<file path="config.mk">
export PLATFORM = sky130hd
export DESIGN_NAME = wsp_queue
export DESIGN_NICKNAME = d
export VERILOG_FILES = /design/src/rtl/wsp_pkg.sv /design/src/rtl/wsp_queue.sv
export SDC_FILE = /design/constraint.sdc
export NUM_CORES = 1
export LEC_CHECK = 0
export BUFFER_PORTS_ARGS = -buffer_cell sky130_fd_sc_hd__buf_4
export CORE_ASPECT_RATIO = 1.4
export CORE_MARGIN = 1
export CORE_UTILIZATION = 53
export CTS_BUF_LIST = sky130_fd_sc_hd__clkbuf_2
export DETAILED_ROUTE_END_ITERATION = 7
export GPL_TIMING_DRIVEN = 0
export PLACE_DENSITY = 0.77
export SETUP_SLACK_MARGIN = 0.02
export SYNTH_ARGS = -nofsm -noshare
export SYNTH_HDL_FRONTEND = slang
export SYNTH_SLANG_ARGS = --single-unit
export TNS_END_PERCENT = 1
</file>
<file path="constraint.sdc">
create_clock -name clk -period 4.3 [get_ports clk]
set_clock_uncertainty 0.1 [all_clocks]
set_input_delay 0.43 -clock clk [delete_from_list [all_inputs] [get_ports clk]]
set_output_delay 0.43 -clock clk [all_outputs]
set_load 0.1 [all_outputs]
</file>
<file path="src/rtl/wsp_pkg.sv">
// Shared constants, types and helpers of the world-to-screen projection block.
`default_nettype none
package wsp_pkg;

  // Coefficient and datapath widths
  localparam int COEF_BITS   = 16;
  localparam int IN_W        = 32;
  localparam int ROW_W       = 64;
  localparam int DIM_W       = 14;
  localparam int PIX_W       = 32;
  localparam int FRAC_BITS   = COEF_BITS - 4;
  localparam int ACC_SHIFT   = 16 + FRAC_BITS;
  localparam int PROD_W      = COEF_BITS + IN_W;
  localparam int ACC_W       = PROD_W + 2;
  localparam int NUM_W       = ACC_W + 1;
  localparam int D_W         = ACC_W - 1;
  localparam int MAG_W       = NUM_W;
  localparam int LO_W        = (MAG_W + 1) / 2;
  localparam int HI_W        = MAG_W - LO_W;
  localparam int SCALE_SH    = 7;
  localparam int N_W         = MAG_W + DIM_W + SCALE_SH;
  localparam int CFG_IDX_W   = 3;
  localparam int QUEUE_DEPTH = 4;
  localparam int QPTR_W      = 2;

  localparam logic [DIM_W-1:0] VP_W_RESET = DIM_W'(1920);
  localparam logic [DIM_W-1:0] VP_H_RESET = DIM_W'(1080);

  // Register indexes
  typedef enum logic [CFG_IDX_W-1:0] {
    REG_ROW_X  = 3'd0,
    REG_ROW_Y  = 3'd1,
    REG_ROW_W  = 3'd2,
    REG_VP_W   = 3'd3,
    REG_VP_H   = 3'd4
  } reg_idx_t;

  typedef struct packed {
    logic [ROW_W-1:0] row_x;
    logic [ROW_W-1:0] row_y;
    logic [ROW_W-1:0] row_w;
    logic [DIM_W-1:0] vp_w;
    logic [DIM_W-1:0] vp_h;
  } wsp_cfg_t;

  // Word passed from the front to the back
  typedef struct packed {
    logic                    vis;
    logic signed [NUM_W-1:0] num_x;
    logic signed [NUM_W-1:0] num_y;
    logic [D_W-1:0]          w;
  } queue_word_t;

  // Low COEF_BITS of a 16-bit slot, two's complement
  function automatic logic signed [COEF_BITS-1:0] coef_of(input logic [ROW_W-1:0] row,
                                                          input logic [1:0] slot);
    coef_of = row[{slot, 4'b0000} +: COEF_BITS];
  endfunction

endpackage
`default_nettype wire

</file>
<file path="src/rtl/wsp_queue.sv">
// Short queue between the front and back pipelines.
`default_nettype none
module wsp_queue (
  input  wire logic                 clk,
  input  wire logic                 rst,
  input  wire logic                 push,
  input  wire wsp_pkg::queue_word_t push_word,
  output logic                      full,
  input  wire logic                 pop,
  output logic                      head_valid,
  output wsp_pkg::queue_word_t      head_word
);
  import wsp_pkg::*;

  queue_word_t       mem [QUEUE_DEPTH];
  logic [QPTR_W-1:0] wptr, rptr;
  logic [QPTR_W:0]   count;

  assign full       = (count == (QPTR_W+1)'(QUEUE_DEPTH));
  assign head_valid = (count != '0);
  assign head_word  = mem[rptr];

  // Store the incoming word
  always_ff @(posedge clk) begin
    if (push) begin
      mem[wptr] <= push_word;
    end
  end

  // Move pointers and count
  always_ff @(posedge clk) begin
    if (rst) begin
      wptr  <= '0;
      rptr  <= '0;
      count <= '0;
    end else begin
      if (push) wptr <= wptr + 1'b1;
      if (pop)  rptr <= rptr + 1'b1;
      count <= count + (QPTR_W+1)'(push) - (QPTR_W+1)'(pop);
    end
  end

  a_no_overfill: assert property (@(posedge clk) disable iff (rst)
    push |-> !full || pop)
    else $error("queue written while full");
  a_no_underrun: assert property (@(posedge clk) disable iff (rst)
    pop |-> head_valid)
    else $error("queue read while empty");
  a_count_range: assert property (@(posedge clk) disable iff (rst)
    count <= (QPTR_W+1)'(QUEUE_DEPTH))
    else $error("queue count out of range");

endmodule
`default_nettype wire

</file>
==> run summary <==
The final layout contains 1766 nets. The first TritonRoute pass finished after 5 iterations. The die is 245 um tall. The die covers 43000 um^2. For this design the static power due to leakage is 10.6 nW. The congestion estimate from routability-driven global placement came to 0.727.

In this design, the critical path's most frequently occurring cell is sky130_fd_sc_hd__buf_2. The clock tree buffer depth is 3. The flow ran to the end, and the final reports show no timing, DRC or antenna violations. The run gives 5 as the initial antenna violation count.

The number of hold-repair buffers added at the cts stage was 308; the via count of the routed design was 11900. The clock slew seen by the registers of the worst setup and hold paths was 0.11 ns. The critical path is of the flip-flop to output port type.

For the number of standard cells after synthesis, the log shows 836. TritonCTS built the clock tree. The fraction of synthesized area in multiplexers is 15.4%.

Compound-cell area share of the yosys netlist: 0.0672%. The worst setup path is captured at an output port. Excluding fillers, the count of instances in the completed layout stands at 2237. The largest vdd supply drop came out at 0.341 mV. Compared with the post-synthesis result, the final layout area differs by 34.3%. The H-tree level count is 4, and the largest incremental delay on the critical path is 0.41 ns. The setup slack of the most critical reg-to-reg path was 1.38 ns. Prior to clock tree synthesis, the placed netlist has a worst setup slack of 1.78 ns. Pin slew with the least headroom to its limit: 0.707 ns.

The tool flagged a number of max-cap violations equal to 0. The tools report the number of pins with negative max-slew slack in the final report as 0. Of the total synthesized cell area, the portion taken by full adders, half adders and majority gates is 0.426%. Sink count of the clock tree: 617.

Of the total power, combinational logic draws 23.4%. After detailed routing, the number of remaining DRC violations is 0. The remaining global-route overflow came out at 0. The largest fanout on the critical path came out at 10. The average routed wire per standard cell is 22.1 um.

After synthesis the cells add up to 22300 um^2. Number of unique standard cell types used by synthesis: 20. Pin placement for this block handled 310 I/O pins. The tools report the proportion of power drawn by flip-flops and latches as 50.4%. The filler cells instantiated in the layout total 2432. The run gives 1697 as the cell count after placement.

Final routed wirelength across all metal layers: 49500 um. Setup total negative slack on the finished layout was measured at 0 ns. The tools report the worst path setup slack after routing as 0.778 ns. The total power per unit cell area is 461 nW/um^2. The XOR/XNOR share of the synthesized area came out at 0.185%. The run gives 4.51 mW as the net switching component of the power. Data on the critical path arrives at its endpoint at 2.99 ns.

The clock reaches the later pin of the worst-skew pair after 1.06 ns. For this configuration, the core starts out at a cell density of 54.0%. Walking the worst path, the cells encountered are buf_2 > buf_2 > buf_2 > mux4_2 > buf_4. The tools report the number of buffers added for setup after CTS as 0.

Entering global routing, the biggest net connects 58 pins. The run gives 82.5% as the share of the yosys chip area belonging to registers. Synthesized-area fraction occupied by and/or/nand/nor cells: 0.342%. By area, the combinational part of the netlist is dominated by multiplexers.

Routed signal wires occupy layers up through met5. The average cell area after synthesis was 26.7 um^2; the multi-input logic area was 3670 um^2. The met1 layer wirelength in the final routing is 17400 um. Of the total power, the share spent switching nets is 32.6%. The met2 wire length was 27300 um; the all-layer global routing usage was 23.6%.

The post-route netlist has 42.3% of its cells at a drive strength greater than 1. In the layout the commonest cells are 608 x sky130_fd_sc_hd__edfxtp_1, 309 x sky130_fd_sc_hd__dlygate4sd3_1, 309 x sky130_fd_sc_hd__buf_4, 196 x sky130_fd_sc_hd__clkbuf_2, 152 x sky130_fd_sc_hd__mux4_2. Final-report hold violation count: 0. The tools report the post-cts resize count as 0. Of all cell types, the one taking the most synthesized area is sky130_fd_sc_hd__edfxtp_1. The core region is 41400 um^2.

The worst setup path is launched from a flip-flop. After synthesis the netlist holds a flip-flop and latch count of 617. Setup repair after global routing left no endpoint under its margin. During placement, the flow inserted port buffers numbering 309.

The most common library cell in the layout ignoring fill and taps was sky130_fd_sc_hd__edfxtp_1. The HPWL after detailed placement is 27400 um. Setup violations remaining at the end of the flow were counted as 0. After synthesis, the largest area contributor takes up 81.7% of total cell area. The via density per instance was 5.33. The clock network power share is 26.2%. Detailed routing placed a total of 3140 um of wire on met3.

The final antenna-violating net count was 0; the number of global-route vias before repair was 13600. TritonCTS created 135 clock buffers. The sequential standard cell area was 18400 um^2; the count of yosys warnings during synthesis was 0. Subtracting the final worst setup slack from the clock period gives 3.52 ns. Measured along the x axis, the die boundary spans 176 um. The worst slew margin relative to its limit is 52.9%, and the net count after synthesis is 999. The slowest stage of the critical path belongs to the cell sky130_fd_sc_hd__buf_2.

The first global-routing pass estimated 74500 um of wire. The final cycle utilization of the critical path was 81.9%; the first-iteration detailed-routing DRC count was 733. By area the synthesized netlist is led by sky130_fd_sc_hd__edfxtp_1 82%, sky130_fd_sc_hd__mux4_2 15%, sky130_fd_sc_hd__dfxtp_1 0.81%. In this run the core area contains 88 standard-cell rows. The worst path required time is 3.77 ns, and the internal portion of total power is 9.32 mW. Based on the critical path, the design can be clocked at up to 284 MHz. The tree is rooted in a sky130_fd_sc_hd__clkbuf_2. The tightest min-delay check is of the input pin to flip-flop type.
registers in the layout, summed over array words and instances, names as in the netlist, named ones only:
| name | cells |
|---|---|
| wptr | 2 |
| mem | 608 |
| count | 3 |
| rptr | 2 |
layout make-up:
type / instances / share of cell area [%]
Sequential cell: 617 / 61.5
Timing Repair Buffer: 630 / 19.1
Multi-Input combinational cell: 179 / 12.2
Clock buffer: 196 / 3.27
Tap cell: 540 / 2.25
Clock inverter: 31 / 0.872
Buffer: 34 / 0.746
Inverter: 6 / 0.0751
Antenna cell: 4 / 0.0334
metrics by stage:
| stage | utilization, % | hold WS [ns] | total power [mW] | area [um^2] |
|---|---|---|---|---|
| 6_report | 72.5 | 0.134 | 13.8 | 30000 |
| 5_1_grt | 72.5 | 0.0111 | 14.3 | 30000 |
| 4_1_cts | 72.4 | 0.00276 | 13.9 | 30000 |
| 3_5_place_dp | 62.0 | 0.447 | 10.1 | 25700 |
| 3_3_place_gp | 61.2 | 0.413 | 10.1 | 25300 |
| 2_1_floorplan | - | 0.392 | 9.37 | 22300 |
layer usage:
layer	global-route usage (%)	vias to the layer above
li1	-	5244
met1	25.4	6087
met2	42.1	469
met3	6.32	115
met4	12.4	2
met5	0.694	-
Yosys cell counts, drive strengths merged:
cell type	instances
xnor2	2
mux2i	1
or3	1
nor2b	2
clkbuf	7
ha	6
edfxtp	608
nor2	5
dfxtp	9
mux4	152
and2	4
a21oi	1
buf	27
and3	1
nand3b	1
xor3	1
a21bo	1
inv	6
fa	1
worst max-delay path, delay by kind of cell, from the launching register on:
kind                   cells  cell delay [ns]
muxes                      1             0.36
buffers and inverters      4             1.29
DFF                        1             0.33
cell families after synthesis:
family                     count (synthesis)
and+or+nand+nor                           14
AOI/OAI and AO/OA                          2
muxes                                    153
xor gates and xnor gates                   3
DFF                                      617
buffers and inverters                     40
adders and majority gates                  7
power by group through the flow:
stage | clock network (mW) | logic, mW | registers, mW
finish | 3.62 | 3.24 | 6.97
global route | 4.00 | 3.35 | 7.00
CTS | 3.69 | 3.24 | 6.97
detailed placement | 0 | 3.00 | 7.11
global placement | 0 | 2.93 | 7.15
floorplan | 0 | 2.26 | 7.11
path summary, 6_finish.rpt:
kind	start	to	cells past startpoint
worst max-delay path	flip-flop	head_word[126]	5
worst min-delay path	push_word[8]	mem[3][8]	2
worst max register to register	count[0]	count[2]	9
worst min register to register	wptr[0]	wptr[0]	2
Power figures use the tool's default switching activity.
